[src/rtl/core/fds_pkg.sv]
// fds_pkg: shared types, constants and the tanh table series for the fuzz stage
// used by every file under rtl/core; depends on nothing
`default_nettype none

package fds_pkg;

  localparam int SampleBitsDef = 16;
  localparam int TanhAddrBitsDef = 10;
  localparam int FracBitsDef = 28;
  localparam int CfgDataBits = 17;
  localparam int CfgIdxBits = 3;

  typedef logic signed [65:0] acc_t;
  typedef logic signed [32:0] opnd_t;

  localparam opnd_t Q31_ATTACK = 33'sd21474836;
  localparam opnd_t Q31_RELEASE = 33'sd1073742;
  localparam opnd_t Q31_POLE = 33'sd2136746230;
  localparam opnd_t Q31_CUT_BASE = 33'sd42949673;
  localparam opnd_t Q31_CUT_SPAN = 33'sd966367642;
  localparam opnd_t Q31_GATE = 33'sd171798692;
  localparam opnd_t Q16_GAIN = 33'sd104858;

  typedef enum logic [2:0] {
    REG_DRIVE  = 3'd0,
    REG_BIAS   = 3'd1,
    REG_GATE   = 3'd2,
    REG_TONE   = 3'd3,
    REG_LEVEL  = 3'd4,
    REG_MIX    = 3'd5
  } reg_idx_e;

  typedef enum logic [2:0] {
    ST_IDLE,
    ST_MUL,
    ST_POST,
    ST_RD0,
    ST_RD1,
    ST_DIV
  } ctrl_state_e;

  typedef enum logic [3:0] {
    OP_ENV,
    OP_DRV,
    OP_INT,
    OP_GAIN,
    OP_POLE,
    OP_CUT,
    OP_LP,
    OP_LVL,
    OP_THR,
    OP_WENV,
    OP_MIXD,
    OP_MIXW
  } op_e;

  typedef struct packed {
    ctrl_state_e state;
    op_e         op;
    logic        accept;
  } cmd_t;

  typedef struct packed {
    logic gate_on;
    logic div_done;
    logic out_free;
  } status_t;

  function automatic logic signed [31:0] sat32(acc_t v);
    if (v > acc_t'(32'sh7fffffff)) begin
      return 32'sh7fffffff;
    end else if (v < -acc_t'(33'sh080000000)) begin
      return 32'sh80000000;
    end
    return v[31:0];
  endfunction

  // shift-subtract divide, only evaluated while the rom is elaborated
  function automatic logic [63:0] udiv64(logic [63:0] num, logic [63:0] den);
    logic [63:0] q;
    logic [64:0] rem;
    q = '0;
    rem = '0;
    for (int b = 63; b >= 0; b--) begin
      rem = {rem[63:0], num[b]};
      if (rem >= {1'b0, den}) begin
        rem = rem - {1'b0, den};
        q[b] = 1'b1;
      end
    end
    return q;
  endfunction

  // tanh(4k/N) in Q1.15, e^(2x) from a Q.24 series raised to the 16th power
  function automatic logic signed [15:0] tanh_entry(int k, int abits);
    logic [63:0] mag;
    logic [63:0] z;
    logic [63:0] term;
    logic [63:0] e;
    logic [63:0] r;
    logic [63:0] one;
    one = 64'd1 << 24;
    mag = (k < 0) ? 64'(-k) : 64'(k);
    z = (mag << (27 - abits)) >> 4;
    term = one;
    e = one;
    for (int n = 1; n <= 12; n++) begin
      term = udiv64((term * z) >> 24, 64'(n));
      e = e + term;
    end
    for (int j = 0; j < 4; j++) begin
      e = (e * e) >> 24;
    end
    r = udiv64((e - one) * 64'd32768 + ((e + one) >> 1), e + one);
    return (k < 0) ? -$signed(r[15:0]) : $signed(r[15:0]);
  endfunction

endpackage

`default_nettype wire

[src/rtl/core/fds_ctrl.sv]
// fds_ctrl: sequencer of the fuzz stage, steps the datapath through its operations
// depends on fds_pkg
`default_nettype none

module fds_ctrl (
  input  logic             clk_i,
  input  logic             rst_ni,
  input  logic             in_valid_i,
  output logic             in_ready_o,
  input  fds_pkg::status_t status_i,
  output fds_pkg::cmd_t    cmd_o
);
  import fds_pkg::*;

  ctrl_state_e state_q, state_d;
  op_e         op_q, op_d;

  always_ff @(posedge clk_i or negedge rst_ni) begin
    if (!rst_ni) begin
      state_q <= ST_IDLE;
      op_q    <= OP_ENV;
    end else begin
      state_q <= state_d;
      op_q    <= op_d;
    end
  end

  always_comb begin
    state_d = state_q;
    op_d    = op_q;
    in_ready_o = (state_q == ST_IDLE);
    cmd_o.state  = state_q;
    cmd_o.op     = op_q;
    cmd_o.accept = (state_q == ST_IDLE) && in_valid_i;
    unique case (state_q)
      ST_IDLE: begin
        if (in_valid_i) begin
          state_d = ST_MUL;
          op_d    = OP_ENV;
        end
      end
      ST_MUL: state_d = ST_POST;
      ST_RD0: state_d = ST_RD1;
      ST_RD1: begin
        state_d = ST_MUL;
        op_d    = OP_INT;
      end
      ST_DIV: begin
        if (status_i.div_done) begin
          state_d = ST_MUL;
          op_d    = OP_MIXD;
        end
      end
      ST_POST: begin
        state_d = ST_MUL;
        unique case (op_q)
          OP_ENV:  op_d = OP_DRV;
          OP_DRV:  state_d = ST_RD0;
          OP_INT:  op_d = OP_GAIN;
          OP_GAIN: op_d = OP_POLE;
          OP_POLE: op_d = OP_CUT;
          OP_CUT:  op_d = OP_LP;
          OP_LP:   op_d = OP_LVL;
          OP_LVL:  op_d = OP_THR;
          OP_THR:  op_d = status_i.gate_on ? OP_WENV : OP_MIXD;
          OP_WENV: state_d = ST_DIV;
          OP_MIXD: op_d = OP_MIXW;
          OP_MIXW: state_d = status_i.out_free ? ST_IDLE : ST_POST;
          default: state_d = ST_IDLE;
        endcase
      end
      default: state_d = ST_IDLE;
    endcase
  end

  a_mul_post: assert property (@(posedge clk_i) disable iff (!rst_ni)
    state_q == ST_MUL |=> state_q == ST_POST) else $error("multiply not followed by post");
  a_rd_int: assert property (@(posedge clk_i) disable iff (!rst_ni)
    state_q == ST_RD1 |=> state_q == ST_MUL && op_q == OP_INT)
    else $error("table read not followed by interpolation");
  a_div_hold: assert property (@(posedge clk_i) disable iff (!rst_ni)
    state_q == ST_DIV && !status_i.div_done |=> state_q == ST_DIV)
    else $error("divider left early");

endmodule

`default_nettype wire

[config.mk]
export PLATFORM = sky130hd
export DESIGN_NAME = fds_ctrl
export DESIGN_NICKNAME = d
export VERILOG_FILES = /design/src/rtl/core/fds_pkg.sv /design/src/rtl/core/fds_ctrl.sv
export SDC_FILE = /design/constraint.sdc
export NUM_CORES = 1
export LEC_CHECK = 0
export BUFFER_PORTS_ARGS = -buffer_cell sky130_fd_sc_hd__buf_4
export CORE_AREA = 3 3 40 42
export DETAILED_ROUTE_END_ITERATION = 6
export DIE_AREA = 0 0 43 45
export HOLD_SLACK_MARGIN = 0.08
export PLACE_DENSITY_LB_ADDON = 0.25
export RECOVER_POWER = 25
export SETUP_SLACK_MARGIN = 0.1
export SYNTH_ARGS = -nofsm -noshare
export SYNTH_HDL_FRONTEND = slang
export SYNTH_SLANG_ARGS = --single-unit
[constraint.sdc]
create_clock -name clk_i -period 1.4 [get_ports clk_i]
set_input_delay 0.21 -clock clk_i [delete_from_list [all_inputs] [get_ports clk_i]]
set_output_delay 0.21 -clock clk_i [all_outputs]
set_load 0.02 [all_outputs]
==> results_tabular.tex <==
\begin{tabular}{lr}
\hline
Metric & Value \\
\hline
\multicolumn{2}{l}{\textbf{Synthesis}} \\
\quad Number of distinct library cells after synthesis & 30 \\
\quad Share of synthesized area spent on multiplexers & 0 \\
\quad Xor-xnor portion of the synthesized cell area & 0.03590 \\
\quad Synthesized netlist cell count & 59 \\
\quad Compound-cell area share of the yosys netlist & 0.3256 \\
\quad FF+latch count, synth & 7 \\
\quad Synthesized area per cell & 8.271 sq um \\
\quad Simple-Gate Fraction of Synth Area & 0.2077 \\
\quad Post-synth design cell area & 488.0 sq um \\
\quad Fraction of the yosys area taken by sequential cells & 0.3590 \\
\quad Ys Warns & 0 \\
\quad Post-Synthesis Net Count & 65 \\
\quad Largest family of logic cells by synthesized area & compound AO/OA/AOI/OAI gates \\
\quad Post-Synth Adder-Cell Area & 0 \\
\multicolumn{2}{l}{\textbf{Global route}} \\
\quad Initial antenna violation count & 0 \\
\quad Wire length of the first global-routing pass & 2.214 mm \\
\quad Maximum number of pins on one net before global-route repair & 13 \\
\quad Overall Global Routing Usage & 0.1600 \\
\quad Number of global-route vias before repair & 512 \\
\quad Final global-route overflow total & 0 \\
\multicolumn{2}{l}{\textbf{Timing}} \\
\quad Maximum operating frequency & 0.6908 GHz \\
\quad Count of pins over their slew limit & 0 \\
\quad Worst-Margin Slew & 0.3967 ns \\
\quad Hold Violations, Final & 0 \\
\quad Final worst setup slack & -0.04762 ns \\
\quad Number of failing setup endpoints in the final timing report & 3 \\
\quad Share of the clock period used by the worst path & 1.034 \\
\quad Worst hold-check slack & 0.2838 ns \\
\quad Final worst path period need & 1.448 ns \\
\quad Worst clock skew & about 0.0059 ns \\
\quad Unrepaired setup endpoints after global routing & true \\
\quad Max\_slew headroom & 0.7355 \\
\multicolumn{2}{l}{\textbf{Min path}} \\
\quad Hold/Removal Path Class & primary input to flip-flop \\
\multicolumn{2}{l}{\textbf{Floorplanning}} \\
\quad Die area & 1935 sq um \\
\quad Cell row count & 13 \\
\quad Overall die height & 45 um \\
\quad Core footprint & 1285 sq um \\
\quad Starting density of the core & 0.3797 \\
\quad Width of the chip & 43 um \\
\quad Io pins & 15 \\
\multicolumn{2}{l}{\textbf{Place}} \\
\quad Number of instances in the placed design & 89 \\
\quad Number of buffers inserted by port buffering & 14 \\
\quad Final HPWL DP & 947.7 um \\
\quad Final weighted congestion in routability-driven placement & 0.7341 \\
\multicolumn{2}{l}{\textbf{Routing}} \\
\quad Number of remaining DRC errors & 0 \\
\quad WL per Instance & $\sim$13 um \\
\quad Pre-Repair DR Iteration Count & 4 \\
\quad Routed via count & 514 \\
\quad Routed wire length & 1.302 mm \\
\quad DRT iter0 DRCs & 7 \\
\quad Detailed-route vias per instance & around 5.2 \\
\quad Residual antenna-violating net count after detailed routing & 0 \\
\multicolumn{2}{l}{\textbf{Critical path}} \\
\quad Standard cell with the maximum stage delay on the critical path & dfrtp\_2 \\
\quad Buffering stage count on the worst path with inverters included & 2 \\
\quad Critical path endpoint category & output pin \\
\quad CP peak stage delay & 0.41 ns \\
\quad Cell Chain, Critical Path & buf\_6, nor3\_4, and2\_4, buf\_6 \\
\quad Critical path peak fanout & 3 \\
\quad Launching element type of the critical path & flip-flop \\
\quad Start-to-end type of the worst setup path & flip-flop to output pin \\
\quad Arrival @ worst endpoint & 1.24 ns \\
\quad Largest delay share family, worst path & flip-flops \\
\quad Most common cell type on the critical path & buf\_6 \\
\quad Data required time of the worst path & approximately 1.2 ns \\
\multicolumn{2}{l}{\textbf{CTS}} \\
\quad Count of clock tree sinks & 7 \\
\quad Maximum count of clock buffers along a single path & 2 \\
\quad TritonCTS clock tree & built \\
\quad Htree depth & 1 \\
\quad TritonCTS Buffers & 3 \\
\quad Clock tree root buffer cell & clkbuf\_4 \\
\quad Clock slew at the register clock pins of the worst setup and hold paths & 0.05 ns \\
\quad Clock network latency to the later pin of the worst-skew pair & about 0.26 ns \\
\multicolumn{2}{l}{\textbf{Power}} \\
\quad Leak Pwr & roughly 0.00034 uW \\
\quad Power per unit of standard cell area & 2726 nW/um\^{}2 \\
\quad Peak supply drop & 1504 uV \\
\quad Total power of the final layout & 2098 uW \\
\multicolumn{2}{l}{\textbf{Status}} \\
\quad Violations in the final reports & negative setup slack \\
\quad Result of the run & complete, but fails checks \\
\multicolumn{2}{l}{\textbf{Flow run}} \\
\quad Max-cap violations & 0 \\
\multicolumn{2}{l}{\textbf{Final layout}} \\
\quad Fraction of layout cells with a size suffix above 1 & 0.5181 \\
\quad Final std cells w/o fill & 98 \\
\quad Syn-to-layout area delta & 57.69\% \\
\quad Final-stage net count & 90 \\
\quad Final Util & 0.5988 \\
\quad Inserted Diodes & 0 \\
\hline
\end{tabular}
synth_stat cells (all sizes together):
| cell type | count | area, sq um |
|---|---|---|
| and2 | 1 | 6.260 |
| o22a | 1 | 8.760 |
| a211o | 1 | 8.760 |
| a21oi | 8 | 40.04 |
| xnor2 | 2 | 17.52 |
| o211ai | 1 | 7.510 |
| nand2 | 5 | 18.77 |
| or3 | 1 | 6.260 |
| nor2b | 1 | 6.260 |
| a21o | 1 | 7.510 |
| o21ba | 2 | 20.02 |
| o22ai | 2 | 12.51 |
| clkbuf | 2 | 7.510 |
| nand2b | 2 | 12.51 |
| and3 | 1 | 7.510 |
| o21bai | 1 | 7.510 |
| nor2 | 4 | 15.01 |
| dfrtp | 7 | 175.2 |
| buf | 4 | 20.02 |
| nor3 | 1 | 5.000 |
| a31oi | 1 | 6.260 |
| or2b | 1 | 7.510 |
| nand3b | 1 | 7.510 |
| a2bb2oi | 1 | 15.01 |
| o21ai | 3 | 15.01 |
| nand4b | 1 | 8.760 |
| inv | 2 | 7.500 |
| o32a | 1 | 10.01 |
per-layer routing:
| metal | vias up | routed length, um | GRT usage |
|---|---|---|---|
| met1 | 239 | 542 | 0.1765 |
| met5 | - | 0 | 0 |
| li1 | 257 | - | - |
| met3 | 2 | 78 | 0.07171 |
| met2 | 16 | 658 | 0.2575 |
| met4 | 0 | 22 | 0.09036 |
kinds of logic (layout without fill, tap and decap cells):
kind of cell	Yosys count	after routing
xor+xnor	2	2
simple gates	19	19
flops	7	7
buf+inv	8	32
compound gates	23	23
final timing paths:
kind,startpoint,slack (ns),cells after the start,end
setup / recovery,state_q[1],-0.05,4,cmd_o[0]
hold reg to reg,state_q[2],0.57,2,state_q[1]
min in group asynchronous,rst_ni,0.38,2,op_q[0]
hold / removal,status_i[1],0.28,3,state_q[2]
setup reg to reg,state_q[1],-0.02,4,op_q[3]
max in group asynchronous,rst_ni,0.71,2,state_q[1]
worst register-to-register path: stages, from the launching register on:
cell,delay [ns]
dfrtp_2,0.41
o21ba_2,0.22
o211ai_1,0.31
o21ba_4,0.21
o32a_1,0.16
layout by cell type (no fill, tap or decap), types with 2 or more instances in the layout:
| cell | netlist | final |
|---|---|---|
| dfrtp_2 | 0 | 4 |
| xnor2_1 | 2 | 2 |
| o21ai_1 | 0 | 2 |
| buf_6 | 0 | 7 |
| clkbuf_1 | 2 | 2 |
| clkbuf_4 | 0 | 3 |
| a21oi_2 | 0 | 3 |
| o22ai_1 | 2 | 2 |
| buf_4 | 0 | 17 |
| nand2b_1 | 2 | 2 |
| a21oi_1 | 8 | 5 |
| nand2_1 | 5 | 4 |
| nor2_1 | 4 | 4 |
| dfrtp_1 | 7 | 3 |
sequential cells by signal, summed over array words and instances, names as in the netlist:
signal and count:
op_q 4, state_q 3
repair_timing:
action | in CTS | in global routing
pin swaps | 3 | 2
hold buffers | 1 | 0
setup endpoints to repair | 5 | 10
resized for setup | 10 | 8
setup buffers | 4 | 0
hold endpoints to repair | 7 | 0
stage by stage:
stage	cell area [sq um]	setup WS [ns]	setup TNS, ns
3_5_place_dp	650.6	0.01707	0
4_1_cts	758.2	-0.04597	-0.05395
6_report	769.5	-0.04762	-0.08495
5_1_grt	769.5	-0.1085	-0.2175
2_1_floorplan	514.2	-0.1065	-0.2236
3_3_place_gp	650.6	0.04035	0
cell type report:
class                      instances  area (sq um)
clock buffer                       4         26.28
fill                             122         515.5
sequential                         7         180.2
multi-input combinational         44         316.6
timing repair buffer              26         220.2
inverter                           2         7.507
tap                               15         18.77
power by group:
part / internal (uW) / switching (uW) / total [uW] / leakage [uW]
Combinational: 775 / 650 / 1420 / 0.000244
Clock: 109 / 79.2 / 188 / 0.0000150
Sequential: 307 / 178 / 485 / 0.0000845
Total: 1190 / 907 / 2100 / 0.000343
Power figures use the tool's default switching activity.
